--- src/hw/rtl/usr_pkg.sv ---
// shared types and constants for the stalled-link recovery supervisor
package usr_pkg;

   localparam int CfgWidth = 24;
   localparam int CsrIndexWidth = 3;
   localparam int NowWidth = 32;
   localparam int ReqDataWidth = 40;
   localparam int RspDataWidth = 8;

   // register indexes on the csr channel
   localparam logic [CsrIndexWidth-1:0] CSR_ACTIVITY_WINDOW = 3'd0;
   localparam logic [CsrIndexWidth-1:0] CSR_WAKEUP_RETRY = 3'd1;
   localparam logic [CsrIndexWidth-1:0] CSR_RESTART_AFTER = 3'd2;
   localparam logic [CsrIndexWidth-1:0] CSR_RESTART_RETRY = 3'd3;
   localparam logic [CsrIndexWidth-1:0] CSR_STUCK_RESET = 3'd4;

   localparam logic [CfgWidth-1:0] ACTIVITY_WINDOW_RESET = 24'd3000;
   localparam logic [CfgWidth-1:0] WAKEUP_RETRY_RESET = 24'd250;
   localparam logic [CfgWidth-1:0] RESTART_AFTER_RESET = 24'd2000;
   localparam logic [CfgWidth-1:0] RESTART_RETRY_RESET = 24'd3000;
   localparam logic [CfgWidth-1:0] STUCK_RESET_RESET = 24'd10000;

   // request kinds carried in tuser
   localparam logic KIND_POLL = 1'b0;
   localparam logic KIND_KEY = 1'b1;

   typedef struct packed {
      logic [CfgWidth-1:0] activity_window_ms;
      logic [CfgWidth-1:0] wakeup_retry_ms;
      logic [CfgWidth-1:0] restart_after_ms;
      logic [CfgWidth-1:0] restart_retry_ms;
      logic [CfgWidth-1:0] stuck_reset_ms;
   } cfg_type;

endpackage

--- src/hw/rtl/usr_csr.sv ---
// configuration register file for the recovery supervisor
module usr_csr (
   input  logic                              clock,
   input  logic                              reset,
   input  logic                              csr_valid,
   output logic                              csr_ready,
   input  logic [usr_pkg::CsrIndexWidth-1:0] csr_index,
   input  logic [usr_pkg::CfgWidth-1:0]      csr_data,
   output usr_pkg::cfg_type                  cfg
);
   import usr_pkg::*;

   cfg_type cfg_ff;
   cfg_type cfg_in;

   assign csr_ready = 1'b1;
   assign cfg = cfg_ff;

   always_comb begin
      cfg_in = cfg_ff;
      if (csr_valid) begin
         case (csr_index)
            CSR_ACTIVITY_WINDOW: cfg_in.activity_window_ms = csr_data;
            CSR_WAKEUP_RETRY: cfg_in.wakeup_retry_ms = csr_data;
            CSR_RESTART_AFTER: cfg_in.restart_after_ms = csr_data;
            CSR_RESTART_RETRY: cfg_in.restart_retry_ms = csr_data;
            CSR_STUCK_RESET: cfg_in.stuck_reset_ms = csr_data;
            default: cfg_in = cfg_ff;
         endcase
      end
   end

   always_ff @(posedge clock) begin
      if (reset) begin
         cfg_ff.activity_window_ms <= ACTIVITY_WINDOW_RESET;
         cfg_ff.wakeup_retry_ms <= WAKEUP_RETRY_RESET;
         cfg_ff.restart_after_ms <= RESTART_AFTER_RESET;
         cfg_ff.restart_retry_ms <= RESTART_RETRY_RESET;
         cfg_ff.stuck_reset_ms <= STUCK_RESET_RESET;
      end else begin
         cfg_ff <= cfg_in;
      end
   end

endmodule

--- src/hw/rtl/usb_stall_escalating_recovery.sv ---
// Stalled USB link recovery supervisor: key press tracking and escalating requests.
//
// Requests arrive on the req_ stream: tuser carries the kind (poll or key event),
// tdata the timestamp and link status flags. Every request yields exactly one
// response on the rsp_ stream, whose tdata holds the wake, restart and reset pulses.
// A poll from the link-owning side while the link is stalled runs the stall clock
// and, inside the key-activity window, issues rate-limited wake and restart
// requests, or a reset once the link has been up and the stall has gone on long.
// A request passes through an input register, then the decision logic (a handful
// of wrapping subtractions and compares) into the response register. One request
// is taken every cycle while rsp_tready stays high; the state update happens
// as a request moves into the response register, so the next request sees it.
// When the receiver holds rsp_tready low the response register holds, the input
// register fills, and req_tready drops until the response is taken.
// The csr_ channel writes the five timing registers; it is always ready and
// should be used only while no request is in flight.
// Synchronous reset clears all timestamps, the has-been-active flag and both
// pipeline valids, and restores the register defaults.
module usb_stall_escalating_recovery #(
   parameter int TIME_WIDTH = 32
) (
   input  logic                              clock,
   input  logic                              reset,
   input  logic                              req_tvalid,
   output logic                              req_tready,
   // now_ms[31:0], key_pressed[32], usb_active[33], remote_wakeup_enabled[34],
   // is_master[35], zero fill [39:36]
   input  logic [usr_pkg::ReqDataWidth-1:0]  req_tdata,
   // kind[0]
   input  logic                              req_tuser,
   output logic                              rsp_tvalid,
   input  logic                              rsp_tready,
   // wake_request[0], restart_request[1], reset_request[2], zero fill [7:3]
   output logic [usr_pkg::RspDataWidth-1:0]  rsp_tdata,
   input  logic                              csr_valid,
   output logic                              csr_ready,
   input  logic [usr_pkg::CsrIndexWidth-1:0] csr_index,
   input  logic [usr_pkg::CfgWidth-1:0]      csr_data
);
   import usr_pkg::*;

   localparam int CmpWidth = (TIME_WIDTH > CfgWidth) ? TIME_WIDTH : CfgWidth;
   localparam logic [TIME_WIDTH-1:0] TimeZero = '0;
   localparam logic [TIME_WIDTH-1:0] TimeOne = TIME_WIDTH'(1);

   cfg_type cfg;

   usr_csr u_csr (
      .clock     (clock),
      .reset     (reset),
      .csr_valid (csr_valid),
      .csr_ready (csr_ready),
      .csr_index (csr_index),
      .csr_data  (csr_data),
      .cfg       (cfg)
   );

   // input register
   logic                    in_valid_ff;
   logic                    in_kind_ff;
   logic [NowWidth-1:0]     in_now_ff;
   logic                    in_pressed_ff;
   logic                    in_active_ff;
   logic                    in_rw_ok_ff;
   logic                    in_master_ff;

   // response register
   logic                    rsp_valid_ff;
   logic                    wake_ff;
   logic                    restart_ff;
   logic                    rst_ff;
   logic                    wake_in;
   logic                    restart_in;
   logic                    rst_in;

   // supervisor state
   logic [TIME_WIDTH-1:0]   last_key_ff;
   logic [TIME_WIDTH-1:0]   stall_start_ff;
   logic [TIME_WIDTH-1:0]   last_wake_ff;
   logic [TIME_WIDTH-1:0]   last_restart_ff;
   logic                    active_seen_ff;
   logic [TIME_WIDTH-1:0]   last_key_in;
   logic [TIME_WIDTH-1:0]   stall_start_in;
   logic [TIME_WIDTH-1:0]   last_wake_in;
   logic [TIME_WIDTH-1:0]   last_restart_in;
   logic                    active_seen_in;

   logic                    advance;
   logic [63:0]             now_wide;
   logic [TIME_WIDTH-1:0]   now;
   logic [TIME_WIDTH-1:0]   stall_eff;
   logic [TIME_WIDTH-1:0]   since_key;
   logic [TIME_WIDTH-1:0]   stall_age;
   logic [TIME_WIDTH-1:0]   since_wake;
   logic [TIME_WIDTH-1:0]   since_restart;
   logic                    in_window;
   logic                    wake_slot;
   logic                    restart_slot;
   logic                    reset_due;

   assign advance = in_valid_ff && (!rsp_valid_ff || rsp_tready);
   assign req_tready = !in_valid_ff || advance;

   assign rsp_tvalid = rsp_valid_ff;
   assign rsp_tdata = {{(RspDataWidth - 3){1'b0}}, rst_ff, restart_ff, wake_ff};

   assign now_wide = 64'(in_now_ff);
   assign now = now_wide[TIME_WIDTH-1:0];

   // a fresh stall never stores zero, which means not stalled
   assign stall_eff = (stall_start_ff != TimeZero) ? stall_start_ff
                    : ((now != TimeZero) ? now : TimeOne);

   assign since_key = now - last_key_ff;
   assign stall_age = now - stall_eff;
   assign since_wake = now - last_wake_ff;
   assign since_restart = now - last_restart_ff;

   assign in_window = (last_key_ff != TimeZero) &&
                      !(CmpWidth'(since_key) > CmpWidth'(cfg.activity_window_ms));
   assign wake_slot = CmpWidth'(since_wake) > CmpWidth'(cfg.wakeup_retry_ms);
   assign restart_slot = (CmpWidth'(stall_age) > CmpWidth'(cfg.restart_after_ms)) &&
                         (CmpWidth'(since_restart) > CmpWidth'(cfg.restart_retry_ms));
   assign reset_due = active_seen_ff &&
                      (CmpWidth'(stall_age) > CmpWidth'(cfg.stuck_reset_ms));

   always_comb begin
      last_key_in = last_key_ff;
      stall_start_in = stall_start_ff;
      last_wake_in = last_wake_ff;
      last_restart_in = last_restart_ff;
      active_seen_in = active_seen_ff;
      wake_in = 1'b0;
      restart_in = 1'b0;
      rst_in = 1'b0;
      if (in_kind_ff == KIND_KEY) begin
         if (in_pressed_ff) begin
            last_key_in = now;
         end
      end else if (in_master_ff) begin
         if (in_active_ff) begin
            active_seen_in = 1'b1;
            stall_start_in = TimeZero;
         end else begin
            stall_start_in = stall_eff;
            if (in_window) begin
               if (wake_slot) begin
                  last_wake_in = now;
                  wake_in = in_rw_ok_ff;
               end
               // a restart ends the step, so no reset alongside it
               if (restart_slot) begin
                  last_restart_in = now;
                  restart_in = 1'b1;
               end else if (reset_due) begin
                  rst_in = 1'b1;
               end
            end
         end
      end
   end

   always_ff @(posedge clock) begin
      if (reset) begin
         in_valid_ff <= 1'b0;
      end else if (req_tready) begin
         in_valid_ff <= req_tvalid;
      end
   end

   always_ff @(posedge clock) begin
      if (req_tready && req_tvalid) begin
         in_kind_ff <= req_tuser;
         in_now_ff <= req_tdata[NowWidth-1:0];
         in_pressed_ff <= req_tdata[NowWidth];
         in_active_ff <= req_tdata[NowWidth+1];
         in_rw_ok_ff <= req_tdata[NowWidth+2];
         in_master_ff <= req_tdata[NowWidth+3];
      end
   end

   always_ff @(posedge clock) begin
      if (reset) begin
         rsp_valid_ff <= 1'b0;
      end else if (advance) begin
         rsp_valid_ff <= 1'b1;
      end else if (rsp_tready) begin
         rsp_valid_ff <= 1'b0;
      end
   end

   always_ff @(posedge clock) begin
      if (advance) begin
         wake_ff <= wake_in;
         restart_ff <= restart_in;
         rst_ff <= rst_in;
      end
   end

   always_ff @(posedge clock) begin
      if (reset) begin
         last_key_ff <= TimeZero;
         stall_start_ff <= TimeZero;
         last_wake_ff <= TimeZero;
         last_restart_ff <= TimeZero;
         active_seen_ff <= 1'b0;
      end else if (advance) begin
         last_key_ff <= last_key_in;
         stall_start_ff <= stall_start_in;
         last_wake_ff <= last_wake_in;
         last_restart_ff <= last_restart_in;
         active_seen_ff <= active_seen_in;
      end
   end

endmodule
--- config.mk ---
export PLATFORM = sky130hd
export DESIGN_NAME = usb_stall_escalating_recovery
export DESIGN_NICKNAME = d
export VERILOG_FILES = /design/src/hw/rtl/usr_pkg.sv /design/src/hw/rtl/usr_csr.sv /design/src/hw/rtl/usb_stall_escalating_recovery.sv
export SDC_FILE = /design/constraint.sdc
export NUM_CORES = 1
export LEC_CHECK = 0
export ABC_AREA = 1
export ABC_CLOCK_PERIOD_IN_PS = 8100
export BUFFER_PORTS_ARGS = -buffer_cell sky130_fd_sc_hd__clkbuf_2
export CAP_MARGIN = 20
export CORE_ASPECT_RATIO = 1.5
export CORE_MARGIN = 2
export CORE_UTILIZATION = 60
export CTS_CLUSTER_SIZE = 16
export DETAILED_ROUTE_END_ITERATION = 10
export PLACE_DENSITY_LB_ADDON = 0.12
export SYNTH_ARGS = -nofsm -noshare
export SYNTH_HDL_FRONTEND = slang
export SYNTH_HIERARCHICAL = 1
export SYNTH_SLANG_ARGS = --single-unit
--- constraint.sdc ---
create_clock -name clock -period 8.1 [get_ports clock]
set_clock_uncertainty 0.15 [all_clocks]
set_input_delay 1.62 -clock clock [delete_from_list [all_inputs] [get_ports clock]]
set_output_delay 1.62 -clock clock [all_outputs]
set_load 0.01 [all_outputs]
* Yosys cells after proc, flatten, opt, wreduce, memory -nomap -nowiden *
Cells that the tools add are included.

operators by class
  add/sub/neg operators = 4
  $lt $le $gt $ge = 5
  equality and inequality tests = 4
  muxes and demuxes = 7
  bitwise gates (word level) = 5
  reduce and logical (&&, ||, !) cells = 28

operators with widths
  cell                                                              number
  32-bit by 24-bit > comparator with 1-bit output                   5
  32-bit subtractor                                                 4
  32-bit two-way mux                                                3
  32-bit nonzero test                                               3
  6-bit AND reduction                                               2
  2-bit AND reduction                                               5
  5-bit OR reduction                                                2
  3-bit by 2-bit == test with 1-bit output (second input constant)  2
  3-bit AND reduction                                               2
  1-bit logical AND                                                 5
  1-bit NOT                                                         5
  1-bit two-way mux                                                 4
  4-bit AND reduction                                               1
  4-bit OR reduction                                                1
  3-bit by 1-bit == test with 1-bit output (second input constant)  1
  3-bit == test (second input constant)                             1
  1-bit logical NOT                                                 3
  3-bit logical NOT                                                 1
  1-bit logical OR                                                  2
  2-bit nonzero test                                                1

storage, ports and cells
  register bits = 291
  input port bits = 73
  output and inout bits = 11
  logic and storage cells = 74

* Logic depth before layout (Yosys ltp) *
Gate-level depths: netlist of run 1.

  word-level depth = 7
  mapped depth = 37
  mapped depth without buffers = 34

* Cells and area by module *
The synthesis of run 1 kept the hierarchy.

modules (own cells, without submodules)
  module                         instances  cells an instance  area each (µm²)  sequential area each (µm²)
  usb_stall_escalating_recovery  1          3077               18620.4          3823.7
  usr_csr                        1          660                4727.0           2402.3

* Worst setup path after synthesis of run 1 *
OpenSTA, ideal clock, no wires.

  kind = register -> register
  from = register stall_start_ff[27]
  to = register last_restart_ff[18]
  setup time = 113 ps
  data arrival time = 4360 ps
  data required time = 7837 ps
  slack = 3477 ps
  cell stages (with the launch flop) = 35
  path buffers = 3
  period minus slack after synthesis = 4623 ps
  cells stage by stage = dfxtp_1 nor2_1 nand2_1 nor2_1 nand2_1 nor2_1 clkbuf_1 clkbuf_1 nand2_1 o22ai_1 inv_1 ha_1 fa_1 inv_1 nand3_1 nand2_1 nand2_1 nand2_1 nand2_1 nand2_1 a31oi_1 xnor2_1 ha_1 nand4_1 nor3_1 nand2_1 nand2_1 nand2_1 nand3_1 nand2_1 nor2_8 buf_6 nand2_1 nand2_1 nor2_1

on the way
  cells in the longest elaborated chain, start to end = 6

RTL lines
  what                                                 line                                  text
  from (decl)                                          usb_stall_escalating_recovery.sv:78   logic [TIME_WIDTH-1:0] stall_start_ff;
  from (signal assigned)                               usb_stall_escalating_recovery.sv:203  stall_start_ff <= TimeZero;
  from (signal assigned)                               usb_stall_escalating_recovery.sv:209  stall_start_ff <= stall_start_in;
  32-bit nonzero test                                  usb_stall_escalating_recovery.sv:111  assign stall_eff = (stall_start_ff != TimeZero) ? stall_start_ff
  32-bit two-way mux (*)                               usb_stall_escalating_recovery.sv:111
  32-bit subtractor (*)                                usb_stall_escalating_recovery.sv:115  assign stall_age = now - stall_eff;
  32-bit by 24-bit > comparator with 1-bit output (*)  usb_stall_escalating_recovery.sv:122  assign restart_slot = (CmpWidth'(stall_age) > CmpWidth'(cfg.restart_after_ms)) &&
  1-bit logical AND (*)                                usb_stall_escalating_recovery.sv:122
  6-bit AND reduction (no line) (*)                    --
  to (signal assigned)                                 usb_stall_escalating_recovery.sv:205  last_restart_ff <= TimeZero;
  to (signal assigned)                                 usb_stall_escalating_recovery.sv:211  last_restart_ff <= last_restart_in;
  to (decl)                                            usb_stall_escalating_recovery.sv:80   logic [TIME_WIDTH-1:0] last_restart_ff;

Mark *: on every way between the ends. The rest lies on a longest branch, timed or not.
A chain may end at the register's enable or synchronous reset.

* Final worst setup path of run 1 *
  from = register in_now_ff[1]
  to = register last_restart_ff[4]

on the way
  cells in the longest elaborated chain, start to end = 7
  elaborated cells on any way between the ends = 13
  classes of those cells = 3 x add/sub; 3 x order compare; 2 x mux; 5 x reduce/logical

RTL lines
  what                                             line                                  text
  from (decl)                                      usb_stall_escalating_recovery.sv:61   logic [NowWidth-1:0] in_now_ff;
  from (signal assigned)                           usb_stall_escalating_recovery.sv:174  in_now_ff <= req_tdata[NowWidth-1:0];
  32-bit nonzero test                              usb_stall_escalating_recovery.sv:112  : ((now != TimeZero) ? now : TimeOne);
  32-bit two-way mux                               usb_stall_escalating_recovery.sv:112
  32-bit two-way mux                               usb_stall_escalating_recovery.sv:111
  32-bit subtractor                                usb_stall_escalating_recovery.sv:115
  32-bit by 24-bit > comparator with 1-bit output  usb_stall_escalating_recovery.sv:122
  1-bit logical AND                                usb_stall_escalating_recovery.sv:122
  6-bit AND reduction (no line) (*)                --

Marks and branches as above.

==> results of run 1 <==
[worst paths after layout]
path	cells after the start	from	slack, ns	end
worst max register to register	30	in_now_ff[1]	1.21	last_restart_ff[4]
worst min register to register	2	u_csr/cfg[35]	0.31	u_csr/cfg[35]
worst max-delay path	30	in_now_ff[1]	1.21	last_restart_ff[4]
worst min-delay path	2	u_csr/cfg[35]	0.31	u_csr/cfg[35]
[power by group through the flow]
stage / Sequential [mW] / Combinational (mW) / Clock, mW
final: 1.56 / 2.26 / 1.47
after global routing: 1.57 / 2.53 / 1.53
after CTS: 1.56 / 2.22 / 1.48
after detailed placement: 1.59 / 2.20 / 0
after global placement: 1.59 / 2.13 / 0
after floorplan: 1.56 / 1.56 / 0
[stage by stage]
step                      cell area [um2]  hold WS, ns
after global routing                24950       0.3456
final                               24950       0.3142
after CTS                           24950       0.3097
after floorplan                     23360       0.2789
after global placement              23920       0.2920
after detailed placement            23920       0.2925
[logic make-up (layout without fill, tap and decap cells)]
kind of cell,after synthesis,after routing,synth area share (%)
AOI/OAI and AO/OA,387,387,9.062
xor gates and xnor gates,91,91,3.414
adders and majority gates,248,248,13.42
buffers and inverters,702,749,12.11
DFF,291,291,26.67
other,2,7,0.03217
and+or+nand+nor,2016,2016,35.30
[worst reg2reg max path: cells and delay by family, from the launching register on]
kind | cells | cell delay (ns)
and+or+nand+nor | 21 | 3.52
adders and majority gates | 3 | 0.89
DFF | 1 | 0.81
buffers and inverters | 3 | 0.60
xor gates and xnor gates | 1 | 0.52
AOI/OAI and AO/OA | 2 | 0.28
[state kept, by name (all words and copies together), names as in the netlist, 32 cells and up]
name             cells
last_key_ff         32
u_csr/cfg          120
last_restart_ff     32
last_wake_ff        32
in_now_ff           32
stall_start_ff      32
[synth_stat cells (all sizes together)]
master,count
and2,2
o22ai,1
edfxtp,40
or2,18
and3,3
nor3,22
a21o,10
nor2,549
o21a,5
nor3b,1
o211ai,1
a41oi,1
o21ai,88
nand3b,12
nand3,251
nor4,15
nand4,34
o2111ai,1
o21bai,16
xnor2,26
a2bb2oi,10
clkbuf,42
a21boi,1
a221oi,1
xor2,65
a31oi,28
dfxtp,251
conb,2
inv,607
a21oi,223
o31ai,1
fa,4
ha,244
nand2,1109
buf,53
[cell type report]
| type | instances | area [um2] |
|---|---|---|
| diodes | 1 | 2.502 |
| flip-flops and latches | 291 | 6226 |
| clock inverters | 16 | 210.2 |
| multi-input cells | 2748 | 14330 |
| repair buffers | 86 | 462.9 |
| inverters | 607 | 2280 |
| clock buffers | 40 | 819.5 |
| fillers | 3676 | 13480 |
| well taps | 495 | 619.3 |
[layer usage]
metal  global-route usage [%]  wire (um)
met1                    40.27      27640
met3                    6.881       5988
met4                    34.42       8473
met2                    69.42      38380
met5                        0         17
==> impl_metrics.csv, run 1 <==
group,metric,value,unit
run_status,outcome,"finished, final reports clean",
synth,synth_largest_type_area_fraction,21.52,%
power_and_ir_drop,internal_power,3.114,mW
layout,fin_nets,4085,
clocking,post_cts.resized_instances,0,
sta,fin_ws,1.210,ns
global_route,combined_global_route_utilization_of_all_metal_layers,39.75,%
sta,setup_repair_after_global_routing_missed_its_margin,"no",
sta,slew_headroom,25.79,%
synth,yosysUniqueCellTypes,46,
routing,route.vias.total,23930,
clocking,postCtsSetupRepairBufs,0,
sta,timing.final.max_slew_violations,0,
critical_path,path_buf_inv,3,
floorplanning,pin_count,84,
layout,fin_cells,4284,
critical_path,critPathKind,"flip-flop to flip-flop",
clocking,numCtsBuffers,30,
synth,synth_seq_cells,291,
routing,vias_per_cell,5.585,
sta,hold_viol,0,
synth,synthesis.yosys.warnings,6,
synth,syn-cell-area,23350,um2
power_and_ir_drop,power-per-cell-area,212.5,nW/um2
clocking,cts_htree_levels,1,
floorplanning,std_cell_rows,88,
clocking,tritoncts,"done",
critical_path,max_stage_delay,0.81,ns
power_and_ir_drop,seq_power_share,29.5,%
routing,detail_route.wirelength,80.49,mm
synth,yosysTopAreaCell,"dfxtp_1",
sta,setup_viol,0,
synth,synth-seq-area-share,26.67,%
clocking,cts_clk_pin_slew_worst_paths,0.07,ns
floorplanning,start_util,60.76,%
global_route,overflow,0,
sta,fmax,0.1451,GHz
placed_design,setup_slack_placement,1.572,ns
floorplanning,core_area,38430,um2
power_and_ir_drop,p_comb_share,42.7,%
power_and_ir_drop,power,5.301,mW
clocking,cts_max_path_buffers,3,
global_route,wire_length_of_the_first_global_routing_pass,122.4,mm
routing,detailedRoute.firstIterationViolations,1759,
global_route,first_global_vias,23250,
routing,drtAntennaViolNets,0,
synth,syn-instance-count,3737,
layout,layout-drive-gt1-share,4.673,%
critical_path,highest_delay_cell_along_the_critical_path,"edfxtp_1",
routing,post_drt_wl_per_cell,18.79,um
placed_design,post-place-cells,4227,
critical_path,critPathRequiredTime,8.45,ns
clocking,clock_sinks,291,
critical_path,cp.arrival,7.24,ns
run,max_cap_check_violation_count,0,
placed_design,final_weighted_congestion_in_routability_driven_placement,1.061,
sta,layout_min_cycle_time,6.890,ns
critical_path,cp_top_family,"simple AND/OR/NAND/NOR gates",
global_route,number_of_antenna_violations_at_the_first_check_in_global_routing,2,
clocking,clock-root-buffer,"clkbuf_16",
global_route,grt_max_degree,97,
critical_path,worst_setup_path_end_kind,"flip-flop",
floorplanning,floorplan.die.width,165.1,um
synth,synth_area_leaders,"dfxtp_1 22%, nand2_1 18%, ha_1 13%, inv_1 9.7%, nor2_1 8.6%",
routing,drtPass1Iterations,8,
clocking,holdBufCountCts,0,
floorplanning,floorplan.die.height,245.6,um
min_path,min-delay-path-class,"flip-flop to flip-flop",
sta,timing.final.crit_share,85.07,%
critical_path,worstSetupStartpointType,"flip-flop",
critical_path,most_prevalent_standard_cell_on_the_critical_path,"nand2_1",
synth,syn_avg_cell_area,6.248,um2
floorplanning,die_area,40540,um2
sta,max_slew.worst_pin.slew,1.112,ns
power_and_ir_drop,power.leakage,12.52,nW
power_and_ir_drop,power_switching,2.188,mW
layout,final_cell_mix,"1108 x nand2_1, 602 x inv_1, 534 x nor2_1",
power_and_ir_drop,ir_worst_vdd,0.2692,mV
sta,totalNegativeSetupSlack,0,ns
power_and_ir_drop,switching_share,41.26,%
layout,layout-area-overhead-vs-synth,6.854,%
placed_design,port-buffer-count,73,
placed_design,detailedPlacementHpwl,62.77,mm
layout,layout.cells.most_common,"nand2_1",
routing,drc,0,
clocking,clk-insertion-delay-late,0.61,ns
layout,finish.utilization,64.92,%
critical_path,crit_path_max_fanout,64,
power_and_ir_drop,power.share.clock,27.8,%
No activity file was read; power rests on OpenSTA's default activity.
==> inputs of run 2 (changes only) <==
--- a/config.mk
+++ b/config.mk
@@ -17,5 +17,4 @@
 export PLACE_DENSITY_LB_ADDON = 0.12
 export SYNTH_ARGS = -nofsm -noshare
 export SYNTH_HDL_FRONTEND = slang
-export SYNTH_HIERARCHICAL = 1
 export SYNTH_SLANG_ARGS = --single-unit
==> impl_metrics.csv, run 2 <==
group,metric,value,unit
critical_path,worstSetupStartpointType,"flip-flop",
clocking,clock-root-buffer,"clkbuf_16",
synth,synth-seq-area-share,27.88,%
layout,final-seq-area,6226,um2
global_route,grt_max_degree,94,
layout,layout.cells.most_common,"nand2_1",
routing,post_drt_wl_per_cell,18.34,um
sta,setup_viol,0,
global_route,first_global_vias,21220,
routing,drtPass1Iterations,5,
floorplanning,core_area,36690,um2
sta,timing.final.max_slew_violations,0,
sta,hold_viol,0,
critical_path,worst_setup_path_end_kind,"flip-flop",
sta,setup_repair_after_global_routing_missed_its_margin,"no",
layout,final_cell_mix,"924 x nand2_1, 552 x inv_1, 382 x nor2_1",
global_route,combined_global_route_utilization_of_all_metal_layers,37.12,%
layout,multi_input_comb_area,13610,um2
power_and_ir_drop,seq_power_share,34.5,%
layout,layout-drive-gt1-share,5.016,%
layout,largest_reg_flops,120,
layout,fin_nets,3806,
power_and_ir_drop,switching_share,37.37,%
placed_design,final_weighted_congestion_in_routability_driven_placement,1.043,
power_and_ir_drop,power_switching,1.684,mW
layout,layout-area-overhead-vs-synth,7.806,%
global_route,overflow,0,
sta,timing.final.crit_share,89.94,%
placed_design,port-buffer-count,73,
clocking,post_cts.resized_instances,0,
run,max_cap_check_violation_count,0,
critical_path,crit_path_max_fanout,64,
global_route,wire_length_of_the_first_global_routing_pass,111.2,mm
floorplanning,pin_count,84,
clocking,clk-insertion-delay-late,0.59,ns
clocking,cts_max_path_buffers,3,
sta,slew_headroom,30.85,%
routing,m1WireLength,27.44,mm
synth,syn-instance-count,3445,
routing,drc,0,
run_status,outcome,"finished, final reports clean",
floorplanning,start_util,60.85,%
routing,drtAntennaViolNets,0,
min_path,min-delay-path-class,"flip-flop to flip-flop",
synth,yosysTopAreaCell,"dfxtp_1",
floorplanning,floorplan.die.height,240.3,um
routing,route.vias.total,22390,
synth,postSynth.asyncResetShare,0,%
floorplanning,std_cell_rows,86,
sta,max_slew.worst_pin.slew,1.036,ns
clocking,tritoncts,"done",
clocking,clock_sinks,291,
critical_path,highest_delay_cell_along_the_critical_path,"edfxtp_1",
power_and_ir_drop,power.share.clock,31.0,%
synth,most_repeated_cell_in_the_gate_level_netlist_after_synthesis,"nand2_1",
critical_path,critPathRequiredTime,8.43,ns
routing,detailedRoute.firstIterationViolations,1642,
global_route,number_of_antenna_violations_at_the_first_check_in_global_routing,1,
floorplanning,die_area,38800,um2
synth,yosysUniqueCellTypes,49,
placed_design,post_dp_cell_area,23010,um2
critical_path,critPathKind,"flip-flop to flip-flop",
synth,synth_seq_cells,291,
sta,layout_min_cycle_time,7.285,ns
synth,top_cell_types_by_occurrence_after_synthesis,"924 x nand2_1, 553 x inv_1, 382 x nor2_1",
synth,synth_largest_type_area_fraction,22.50,%
routing,wl_met3,5.107,mm
critical_path,max_stage_delay,0.66,ns
clocking,holdBufCountCts,0,
sta,totalNegativeSetupSlack,0,ns
clocking,cts_htree_levels,1,
routing,detail_route.wirelength,73.28,mm
critical_path,most_prevalent_standard_cell_on_the_critical_path,"nand2_1",
clocking,numCtsBuffers,30,
routing,maxUsedRoutingLayer,"met4",
placed_design,detailedPlacementHpwl,58.56,mm
layout,fillCellCount,3491,
power_and_ir_drop,ir_worst_vdd,0.2138,mV
floorplanning,floorplan.die.width,161.5,um
routing,routed-wl-met2,33.05,mm
synth,syn_avg_cell_area,6.481,um2
power_and_ir_drop,power.leakage,11.54,nW
synth,synth_ff_type,"dfxtp_1",
layout,fin_area,24070,um2
synth,synth_area_leaders,"dfxtp_1 23%, nand2_1 16%, ha_1 14%, inv_1 9.3%, a21oi_1 7.5%",
routing,vias_per_cell,5.602,
clocking,cts_clk_pin_slew_worst_paths,0.06,ns
synth,synthesis.yosys.warnings,0,
power_and_ir_drop,internal_power,2.821,mW
critical_path,cp.arrival,7.61,ns
clocking,postCtsSetupRepairBufs,0,
power_and_ir_drop,p_comb_share,34.5,%
power_and_ir_drop,power-per-cell-area,187.1,nW/um2
power_and_ir_drop,power,4.505,mW
synth,synth_edf_count,40,
synth,syn-cell-area,22330,um2
sta,fmax,0.1373,GHz
-- run 2: changes by cell type after synthesis, moves of 8 or more --
cell,previous run,this run
a21oi_1,223,336
buf_2,15,3
clkbuf_1,42,59
inv_1,604,553
nand2_1,1108,924
nand3_1,250,131
nor2_1,537,382
nor2_4,9,1
o211ai_1,1,25
o21ai_0,87,172
-- run 2: cells by family after synthesis --
logic type	share of synthesized area, %
buffers and inverters	11.28
flip-flops	27.88
adder cells (fa/ha/maj)	14.03
AND/OR/NAND/NOR	28.45
other	0.03364
AO/OA/AOI/OAI	14.75
XOR/XNOR	3.570
-- run 2: worst paths after layout --
check | start | to | slack (ns) | cells past startpoint
worst min-delay path | active_seen_ff | active_seen_ff | 0.31 | 2
worst max-delay path | in_now_ff[16] | last_restart_ff[14] | 0.81 | 32
worst min register to register | active_seen_ff | active_seen_ff | 0.31 | 2
worst max register to register | in_now_ff[16] | last_restart_ff[14] | 0.81 | 32
-- run 2: final cells by class --
class | count | share of cell area, %
clock buffers | 36 | 3.342
inverters | 555 | 8.665
well taps | 484 | 2.516
clock inverters | 20 | 0.7121
flip-flops and latches | 291 | 25.87
diodes | 3 | 0.03119
multi-input cells | 2515 | 56.54
repair buffers | 92 | 2.329
-- run 2: worst max-delay path, delay by kind of cell (launching register included) --
family                   cells  cell delay, ns
AND/OR/NAND/NOR             24            4.21
buffers and inverters        4            0.67
flip-flops                   1            0.66
adder cells (fa/ha/maj)      2            0.64
XOR/XNOR                     1            0.51
AO/OA/AOI/OAI                1            0.28
-- run 2: per-layer routing --
layer,vias up,track usage [%]
met3,319,5.882
met2,816,62.48
met4,0,32.52
met5,-,0
met1,10120,40.43
li1,11130,-
-- run 2: metrics by stage --
step	util, %	cells	setup slack [ns]	hold slack, ns
after floorplan	-	3449	3.648	0.2806
after global placement	62.72	3934	1.313	0.2921
after detailed placement	62.72	3934	1.251	0.2950
after CTS	65.38	3990	1.216	0.3042
after global routing	65.58	3993	0.4867	0.3332
final	65.60	3996	0.8148	0.3089
-- run 2: power groups by stage --
stage / sequential, mW / clock, mW / combinational [mW]
after floorplan: 1.56 / 0 / 1.09
after global placement: 1.58 / 0 / 1.46
after detailed placement: 1.58 / 0 / 1.51
after CTS: 1.55 / 1.40 / 1.52
after global routing: 1.55 / 1.46 / 1.74
final: 1.55 / 1.39 / 1.56
